### config.mk
export PLATFORM = sky130hd
export DESIGN_NAME = all_pairs_nearest_neighbor_2d
export DESIGN_NICKNAME = d
export VERILOG_FILES = /design/src/hw/rtl/apnn_pkg.sv /design/src/hw/rtl/apnn_dist.sv /design/src/hw/rtl/all_pairs_nearest_neighbor_2d.sv
export SDC_FILE = /design/constraint.sdc
export NUM_CORES = 2
export LEC_CHECK = 0
export ABC_AREA = 1
export BUFFER_PORTS_ARGS = -buffer_cell sky130_fd_sc_hd__buf_2
export CAP_MARGIN = 40
export CORE_UTILIZATION = 45
export DETAILED_ROUTE_END_ITERATION = 10
export GPL_ROUTABILITY_DRIVEN = 0
export GPL_TIMING_DRIVEN = 0
export HOLD_SLACK_MARGIN = 0.02
export SETUP_SLACK_MARGIN = 0.02
export SYNTH_ARGS = -nofsm -noshare
export SYNTH_HDL_FRONTEND = slang
export SYNTH_SLANG_ARGS = --single-unit
### constraint.sdc
create_clock -name clk_i -period 6.27 [get_ports clk_i]
set_input_delay 0.627 -clock clk_i [delete_from_list [all_inputs] [get_ports clk_i]]
set_output_delay 0.627 -clock clk_i [all_outputs]
set_load 0.01 [all_outputs]
### src/hw/rtl/apnn_pkg.sv
package apnn_pkg;

  localparam int MaxPoints   = 64;
  localparam int CoordBits   = 16;
  localparam int CoordInW    = 16;
  localparam int IdxW        = $clog2(MaxPoints);
  localparam int CntW        = $clog2(MaxPoints + 1);
  localparam int SqW         = 2 * CoordBits;
  localparam int DistW       = SqW + 1;
  localparam int DrainCycles = 4;
  localparam int DrainW      = $clog2(DrainCycles);

  typedef logic signed [CoordBits-1:0] coord_t;
  typedef logic [IdxW-1:0]             idx_t;
  typedef logic [CntW-1:0]             cnt_t;
  typedef logic [DistW-1:0]            dist_t;

  // tag travelling with one candidate through the distance pipeline
  typedef struct packed {
    logic vld;
    idx_t idx;
  } tag_t;

endpackage

### src/hw/rtl/apnn_dist.sv
module apnn_dist (
  input  logic            clk_i,
  input  logic            rst_ni,
  input  apnn_pkg::tag_t  tag_i,
  input  apnn_pkg::coord_t cand_x_i,
  input  apnn_pkg::coord_t cand_y_i,
  input  apnn_pkg::coord_t ref_x_i,
  input  apnn_pkg::coord_t ref_y_i,
  output apnn_pkg::tag_t  tag_o,
  output apnn_pkg::dist_t dist_o
);

  logic signed [apnn_pkg::CoordBits:0] diff_x, diff_y;
  logic [apnn_pkg::CoordBits:0]        abs_x, abs_y;

  apnn_pkg::tag_t                    tag_a_q, tag_b_q, tag_c_q;
  logic [apnn_pkg::CoordBits-1:0]    dx_q, dy_q;
  logic [apnn_pkg::SqW-1:0]          sqx_q, sqy_q;
  apnn_pkg::dist_t                   dist_q;

  always_comb begin
    diff_x = {cand_x_i[apnn_pkg::CoordBits-1], cand_x_i}
           - {ref_x_i[apnn_pkg::CoordBits-1], ref_x_i};
    diff_y = {cand_y_i[apnn_pkg::CoordBits-1], cand_y_i}
           - {ref_y_i[apnn_pkg::CoordBits-1], ref_y_i};
    abs_x  = diff_x[apnn_pkg::CoordBits] ? unsigned'(-diff_x) : unsigned'(diff_x);
    abs_y  = diff_y[apnn_pkg::CoordBits] ? unsigned'(-diff_y) : unsigned'(diff_y);
  end

  always_ff @(posedge clk_i or negedge rst_ni) begin
    if (!rst_ni) begin
      tag_a_q <= '0;
      tag_b_q <= '0;
      tag_c_q <= '0;
    end else begin
      tag_a_q <= tag_i;
      tag_b_q <= tag_a_q;
      tag_c_q <= tag_b_q;
    end
  end

  // abs difference, squares, sum: one register after each step
  always_ff @(posedge clk_i) begin
    dx_q   <= abs_x[apnn_pkg::CoordBits-1:0];
    dy_q   <= abs_y[apnn_pkg::CoordBits-1:0];
    sqx_q  <= dx_q * dx_q;
    sqy_q  <= dy_q * dy_q;
    dist_q <= {1'b0, sqx_q} + {1'b0, sqy_q};
  end

  assign tag_o  = tag_c_q;
  assign dist_o = dist_q;

endmodule

### src/hw/rtl/all_pairs_nearest_neighbor_2d.sv
// Brute-force nearest neighbor over up to 64 two-dimensional points. Each accepted item
// (start_i high while busy_o is low) stores one point; points past the 64th are
// dropped. The item with final_point_i set starts the search, and busy_o stays high
// until it ends. For every stored point, in load order, one result is shown for a
// single cycle with strobe_o: the index of the nearest other point (lowest index on a
// tie) and the squared distance; run_end_o marks the last one. The receiver cannot
// stall, so every strobed result must be taken. For each point the search makes one
// memory read of the reference, then one candidate read per cycle from the point
// memory's read port through the shared distance pipeline, then a pipeline drain and
// one result.
module all_pairs_nearest_neighbor_2d (
  input  logic                          clk_i,
  input  logic                          rst_ni,
  input  logic                          start_i,
  output logic                          busy_o,
  input  logic [apnn_pkg::CoordInW-1:0] coord_x_i,
  input  logic [apnn_pkg::CoordInW-1:0] coord_y_i,
  input  logic                          final_point_i,
  output logic                          strobe_o,
  output logic [apnn_pkg::IdxW-1:0]     point_number_o,
  output logic [apnn_pkg::IdxW-1:0]     neighbor_number_o,
  output logic                          neighbor_found_o,
  output logic [apnn_pkg::DistW-1:0]    squared_distance_o,
  output logic                          run_end_o
);

  typedef enum logic [2:0] {
    StLoad,
    StFetch,
    StLatch,
    StScan,
    StDrain,
    StEmit
  } state_e;

  state_e                         state_q;
  apnn_pkg::cnt_t                 count_q;
  apnn_pkg::idx_t                 i_q, j_q;
  logic [apnn_pkg::DrainW-1:0]    drain_q;
  apnn_pkg::coord_t               ref_x_q, ref_y_q;
  apnn_pkg::idx_t                 best_idx_q;
  apnn_pkg::dist_t                best_q;
  logic                           found_q;
  apnn_pkg::tag_t                 rd_tag_q;

  logic [2*apnn_pkg::CoordBits-1:0] mem [apnn_pkg::MaxPoints];
  logic [2*apnn_pkg::CoordBits-1:0] rd_q;
  apnn_pkg::idx_t                   rd_addr;

  logic            accept;
  logic            last_j, last_i;
  apnn_pkg::tag_t  dist_tag;
  apnn_pkg::dist_t cand_dist;
  logic            take_cand;

  assign accept  = start_i && (state_q == StLoad);
  assign last_j  = ({1'b0, j_q} == apnn_pkg::CntW'(count_q - 1'b1));
  assign last_i  = ({1'b0, i_q} == apnn_pkg::CntW'(count_q - 1'b1));
  assign rd_addr = (state_q == StFetch) ? i_q : j_q;
  assign take_cand = dist_tag.vld && (!found_q || cand_dist < best_q);

  // point memory: one write port for loading, one registered read port
  always_ff @(posedge clk_i) begin
    if (accept && count_q < apnn_pkg::CntW'(apnn_pkg::MaxPoints)) begin
      mem[count_q[apnn_pkg::IdxW-1:0]] <= {coord_x_i[apnn_pkg::CoordBits-1:0],
                                           coord_y_i[apnn_pkg::CoordBits-1:0]};
    end
    rd_q <= mem[rd_addr];
  end

  always_ff @(posedge clk_i or negedge rst_ni) begin
    if (!rst_ni) begin
      state_q    <= StLoad;
      count_q    <= '0;
      i_q        <= '0;
      j_q        <= '0;
      drain_q    <= '0;
      rd_tag_q   <= '0;
      found_q    <= 1'b0;
      best_idx_q <= '0;
      best_q     <= '0;
      ref_x_q    <= '0;
      ref_y_q    <= '0;
    end else begin
      rd_tag_q <= '0;
      if (take_cand) begin
        found_q    <= 1'b1;
        best_q     <= cand_dist;
        best_idx_q <= dist_tag.idx;
      end
      case (state_q)
        StLoad: begin
          if (accept) begin
            if (count_q < apnn_pkg::CntW'(apnn_pkg::MaxPoints)) begin
              count_q <= count_q + 1'b1;
            end
            if (final_point_i) begin
              i_q     <= '0;
              state_q <= StFetch;
            end
          end
        end
        StFetch: state_q <= StLatch;
        StLatch: begin
          ref_x_q    <= rd_q[2*apnn_pkg::CoordBits-1:apnn_pkg::CoordBits];
          ref_y_q    <= rd_q[apnn_pkg::CoordBits-1:0];
          j_q        <= '0;
          found_q    <= 1'b0;
          best_idx_q <= '0;
          best_q     <= '0;
          state_q    <= StScan;
        end
        StScan: begin
          // the point itself is read but never tagged as a candidate
          rd_tag_q <= '{vld: (j_q != i_q), idx: j_q};
          j_q      <= j_q + 1'b1;
          if (last_j) begin
            drain_q <= '0;
            state_q <= StDrain;
          end
        end
        StDrain: begin
          drain_q <= drain_q + 1'b1;
          if (drain_q == apnn_pkg::DrainW'(apnn_pkg::DrainCycles - 1)) begin
            state_q <= StEmit;
          end
        end
        StEmit: begin
          if (last_i) begin
            count_q <= '0;
            state_q <= StLoad;
          end else begin
            i_q     <= i_q + 1'b1;
            state_q <= StFetch;
          end
        end
        default: state_q <= StLoad;
      endcase
    end
  end

  apnn_dist u_dist (
    .clk_i    (clk_i),
    .rst_ni   (rst_ni),
    .tag_i    (rd_tag_q),
    .cand_x_i (rd_q[2*apnn_pkg::CoordBits-1:apnn_pkg::CoordBits]),
    .cand_y_i (rd_q[apnn_pkg::CoordBits-1:0]),
    .ref_x_i  (ref_x_q),
    .ref_y_i  (ref_y_q),
    .tag_o    (dist_tag),
    .dist_o   (cand_dist)
  );

  assign busy_o             = (state_q != StLoad);
  assign strobe_o           = (state_q == StEmit);
  assign point_number_o     = i_q;
  assign neighbor_number_o  = best_idx_q;
  assign neighbor_found_o   = found_q;
  assign squared_distance_o = best_q;
  assign run_end_o          = strobe_o && last_i;

  a_strobe_busy : assert property (@(posedge clk_i) disable iff (!rst_ni)
    strobe_o |-> busy_o)
    else $error("result strobed while idle");

  a_final_busy : assert property (@(posedge clk_i) disable iff (!rst_ni)
    start_i && !busy_o && final_point_i |=> busy_o)
    else $error("final item did not start a search");

  a_self_neighbor : assert property (@(posedge clk_i) disable iff (!rst_ni)
    strobe_o && neighbor_found_o |-> neighbor_number_o != point_number_o)
    else $error("point reported as its own neighbor");

  a_lone_zero : assert property (@(posedge clk_i) disable iff (!rst_ni)
    strobe_o && !neighbor_found_o |-> squared_distance_o == '0 && run_end_o)
    else $error("lone point result malformed");

  a_end_idle : assert property (@(posedge clk_i) disable iff (!rst_ni)
    run_end_o |=> !busy_o)
    else $error("search did not end after the last result");

endmodule
Word level (Yosys, flattened, before mapping)
Memories as Yosys holds them, arrays and structs flattened. A register that Yosys moved wholly into a read port is not among the register bits.
Index checks and enable logic that the tools add are counted.
- register bits: 253
- latch bits: 0
- memory bits (writable): 2048
- memory bits (read-only): 0
- output and inout bits: 49
- logic and storage cells: 99
- memories: 1
- $add $sub $neg: 10
- multipliers: 2
- divide/modulo/power cells: 0
- order comparisons: 2
- eq/ne operators: 16
- shift operators: 0
- muxes and demuxes: 29
- bitwise logic cells: 0
- reductions and logical operators: 16
- memories (name ; words ; bits a word ; read ports ; clocked after Yosys merged registers in ; write ports ; line ; RTL):
    mem ; 64 ; 32 ; 1 ; 1 ; 1 ; all_pairs_nearest_neighbor_2d.sv:46 ; logic [2*apnn_pkg::CoordBits-1:0] mem [apnn_pkg::MaxPoints];
- operators with widths (cell ; count):
    33-bit two-way mux ; 2
    16-bit by 16-bit multiplier with 32-bit output ; 2
    6-bit two-way mux ; 6
    16-bit by 16-bit subtractor with 17-bit output ; 2
    32-bit by 32-bit adder with 33-bit output ; 1
    33-bit less-than comparator ; 1
    16-bit two-way mux ; 2
    16-bit negation ; 2
    7-bit two-way mux ; 4
    6-bit one-hot mux with 2 select lines ; 2
    3-bit one-hot mux with 6 select lines ; 1
    6-bit by 7-bit equality test with 1-bit output ; 2
    7-bit one-hot mux with 2 select lines ; 1
    6-bit by 1-bit adder with 6-bit output, second input constant ; 2
    3-bit two-way mux ; 4
    4-bit AND reduction ; 3
    2-bit inequality test, second input constant ; 5
    2-bit nonzero test ; 4
    7-bit by 1-bit adder with 7-bit output, second input constant ; 1
    7-bit less-than comparator, second input constant ; 1
    7-bit by 1-bit subtractor with 7-bit output, second input constant ; 1
    3-bit by 2-bit equality test with 1-bit output, second input constant ; 2
    3-bit equality test, second input constant ; 2
    6-bit inequality test ; 1
    13 further kinds ; 21

Longest topological paths before layout
- depth in word-level cells: 5
- depth in mapped cells: 28

Cells and area by module
A second synthesis with hierarchy kept.
- cell total of the unflattened synthesis: 12034
- area total of the unflattened synthesis: 117524.0 sq um
- by module, submodules not included (module ; times used ; cells an instance ; area each (sq um) ; sequential area each (sq um)):
    all_pairs_nearest_neighbor_2d ; 1 ; 9108 ; 94881.0 ; 64717.1
    apnn_dist ; 1 ; 2926 ; 22643.0 ; 3067.9

Worst setup path before layout
OpenSTA, ideal clock, no wires.
- path type: reg2reg
- start: reg u_dist.dy_q[13] (netlist bit)
- end: reg u_dist.sqy_q[28] (netlist bit)
- setup time: 0.112 ns
- arrival: 5.355 ns
- slack: 0.803 ns
- cell stages (with the launch flop): 25
- clock period less this slack: 5.467 ns
- cells stage by stage: dfxtp_1 clkbuf_1 buf_1 nand2_1 fa_1 fa_1 inv_1 fa_1 fa_1 fa_1 inv_1 fa_1 inv_1 ha_1 nand2_1 inv_1 a21oi_1 nor2_1 nor2_1 nand3_1 a21o_1 nand2_1 nand2_1 nand2_1 nand2_1
- word-level cells in the longest chain between the ends: 1
- ends and longest elaborated chain (what ; line ; RTL):
    start, declared ; apnn_dist.sv:17 ; logic [apnn_pkg::CoordBits-1:0] dx_q, dy_q;
    start signal, assigned ; apnn_dist.sv:45 ; dy_q <= abs_y[apnn_pkg::CoordBits-1:0];
    16-bit by 16-bit multiplier with 32-bit output ; apnn_dist.sv:47 ; sqy_q <= dy_q * dy_q;
    end signal, assigned ; apnn_dist.sv:47 ;
    end, declared ; apnn_dist.sv:18 ; logic [apnn_pkg::SqW-1:0] sqx_q, sqy_q;
Every way passes these cells.
A chain may end at the register's enable or synchronous reset.

Worst setup path after layout
- start: reg u_dist.dx_q[8] (netlist bit)
- end: reg u_dist.sqx_q[28] (netlist bit)
- word-level cells in the longest chain between the ends: 1
- ends and longest elaborated chain (what ; line ; RTL):
    start, declared ; apnn_dist.sv:17 ;
    start signal, assigned ; apnn_dist.sv:44 ; dx_q <= abs_x[apnn_pkg::CoordBits-1:0];
    16-bit by 16-bit multiplier with 32-bit output ; apnn_dist.sv:46 ; sqx_q <= dx_q * dx_q;
    end signal, assigned ; apnn_dist.sv:46 ;
    end, declared ; apnn_dist.sv:18 ;
Every way passes these cells.

==> summary.txt <==
Status
  – Outcome: complete, no violations

Route
  – Post-Route WL: 401,000 um
  – 1st-pass router iterations: 8
  – Iteration-0 DRC Markers: 11,999
  – Avg WL per Cell: 27.1 um
  – Antenna-violating nets left: 0
  – DRC: 0
  – Vias: 84,635
  – Drt via density: 5.73

Logic synthesis
  – Dominant synthesized flop cell: edfxtp_1
  – Avg Inst Size Synth: 10.4 um2
  – Mapped Nets: 11,436
  – Syn. warnings: 0
  – Post-synthesis instance total: 10,769
  – Count of cell types in the netlist: 49
  – Register area share after synthesis: 60.6%
  – Post-Syn Area: 112,000 um2
  – #FFs+latches synth: 2,331
  – Number of flops mapped to enable cells by yosys: 2,048
  – Share of flip-flops with an asynchronous set or reset: 5.32%

STA
  – Tmin final: 5990 ps
  – F_max: 0.167 GHz
  – Worst-margin pin slew: 1020 ps
  – Slew margin rel.: 31.8%
  – Max-slew violation count: 0
  – # setup viols final: 0
  – Final Hold Vio Count: 0
  – Hold slack: 149 ps
  – Max Clock Skew: 91.2 ps
  – Post-route setup slack: 283 ps
  – Period utilisation layout: 95.5%
  – RSZ-0062 raised after global routing: false

Global route
  – Initial antenna violation count: 31
  – Global-route wire length before repair: 567,000 um
  – Vias in the first global route: 80,284
  – Largest net degree at the start of global routing: 91
  – GRT overflow: 0
  – Overall global routing resource usage: 31.8%

Worst setup path
  – Register-to-register setup slack: 280 ps
  – Crit. End Element: register
  – Worst endpoint required time: 7040 ps
  – CP Data Arrival Time: 6750 ps
  – Crit path from: u_dist.dx_q[8]
  – Reg2reg path depth: 26
  – Crit-path max FO: 10
  – Reg2reg end: u_dist.sqx_q[28]
  – Critical R2R Launch: u_dist.dx_q[8]
  – CP Class: register to register
  – CP startpoint kind: register

Clock network
  – Clock tree buffer depth: 3
  – Clk Tree Root Cell: clkbuf_16
  – CTS tree: done
  – CTS clock-pin slew for the worst setup and hold paths: 60 ps
  – Clock sink count: 2,331
  – H-tree levels: 4
  – Worst-skew pair later-pin latency: 910 ps
  – TritonCTS Buffers: 235

Worst hold path
  – Hold Path End: mem[24][0]
  – Worst Hold Depth: 1
  – HP Class: input port to register
  – Min-Delay Startpoint: coord_y_i[0]

Layout
  – Layout cell share with drive strength beyond 1: 9.21%
  – Area Overhead vs Synth: 14.6%
  – Fill count: 21,651
  – Post-layout nets: 11,924

Floorplan
  – Core area: 247,000 um2
  – # rows: 182
  – Die W: 501 um
  – Initial Utilization: 45.4%
  – Die Area: 251,000 um2
  – I/O pin count: 85
  – Chip Height: 501 um

Placement
  – Pre-CTS WS: -421 ps
  – Buffers added on ports: 84
  – Detailed placer's ending HPWL: 286,000 um

Job
  – MaxCap Viol Count: 0
[state kept, by name (all words and copies together) (netlist names), 31 cells and up]
register	count
mem	2048
squared_distance_o	33
u_dist.dist_o	33
rd_q	32
u_dist.sqx_q	31
u_dist.sqy_q	31
[stage by stage]
| step | TNS [ps] | instances | area [um2] | utilization (%) |
|---|---|---|---|---|
| after global routing | 0 | 14764 | 128000 | 52.0 |
| after global placement | -589550 | 14165 | 116000 | 47.2 |
| after CTS | 0 | 14772 | 128000 | 52.0 |
| after floorplan | 0 | 10769 | 112000 | - |
| final | 0 | 14781 | 128000 | 52.0 |
| after detailed placement | -5970 | 14343 | 121000 | 48.9 |
[layout by cell type, fill, tap and decap left out, types with 55 or more instances in the layout]
master and count:
ha_1 304, nor2_4 64, dfxtp_1 140, nand4_1 68
buf_12 97, nor2_1 673, inv_1 1022, clkbuf_16 237
nand3_1 1106, buf_4 55, o21ai_0 420, edfxtp_1 2048
xor2_1 99, a21oi_1 138, dfrtp_1 124, buf_2 336
fa_1 326, nand2_1 3313, clkbuf_1 203, o211ai_1 135
[synthesized netlist by cell type (135+ instances only)]
library cell | n | area (um2)
edfxtp_1 | 2048 | 61500
ha_1 | 305 | 3820
a21oi_1 | 141 | 706
dfxtp_1 | 159 | 3180
nand2_1 | 3313 | 12400
o21ai_0 | 423 | 2120
o211ai_1 | 135 | 1010
nor2_1 | 738 | 2770
inv_1 | 1022 | 3840
clkbuf_1 | 208 | 781
fa_1 | 326 | 6530
buf_2 | 262 | 1310
nand3_1 | 1106 | 5540
[what timing repair did]
action,CTS,global route
pin swaps,1,2
hold buffers,5,0
setup buffers,0,1
resized for setup,42,68
endpoints found under the hold margin,41,0
endpoints found under the setup margin,33,26
[worst max-delay path: stages, from the launching register on]
cell and delay (ps):
dfxtp_1 430, clkbuf_2 320, clkbuf_4 330, nand2_1 100
fa_1 500, inv_1 60, ha_1 180, o21bai_1 180
fa_1 570, inv_1 70, fa_1 540, inv_1 60
fa_1 490, inv_1 60, fa_1 480, inv_1 40
ha_1 330, a21o_1 210, a31oi_1 130, nand2_1 90
nand2_1 70, nand3_1 170, a21o_1 230, nand2_1 80
nand2_1 50, nand2_1 60, nand2_1 40
[logic make-up (layout without fill, tap and decap cells)]
group / Yosys count / after routing / synth area share [%]
simple gates: 5275 / 5275 / 19.2
flops: 2331 / 2331 / 60.6
compound gates: 818 / 818 / 4.14
xor+xnor: 142 / 142 / 1.11
other cells: 0 / 18 / 0
fa+ha+maj: 631 / 631 / 9.24
buf+inv: 1572 / 2254 / 5.70
[metal layers]
layer	track usage [%]	vias to the layer above	part of all wire, %
li1	-	36829	-
met1	40.2	40973	36
met2	48.9	5507	44
met3	9.03	1298	13
met4	18.2	28	7.0
met5	0	-	0.091
[layout make-up]
cell class / count / area [um2] / area share (%)
plain buffers: 525 / 2540 / 1.98
inverters: 1029 / 3860 / 3.01
flip-flops and latches: 2331 / 67800 / 52.9
clock buffers: 295 / 6200 / 4.83
repair buffers: 269 / 4290 / 3.35
multi-input cells: 6866 / 38200 / 29.8
well taps: 3312 / 4140 / 3.23
clock inverters: 136 / 1120 / 0.872
diodes: 18 / 45.0 / 0.0351
[worst max-delay path by stage]
stage | slack, ps | endpoint
finish | 280 | u_dist.sqx_q[28]
global route | 20 | u_dist.sqx_q[28]
CTS | 20 | u_dist.sqx_q[28]
detailed placement | -420 | u_dist.sqx_q[24]
global placement | -1090 | mem[18][8]
floorplan | 800 | u_dist.sqy_q[28]
Power is not shown: default switching activity piles up to over one toggle a cycle in this logic, so the estimate is an artifact.
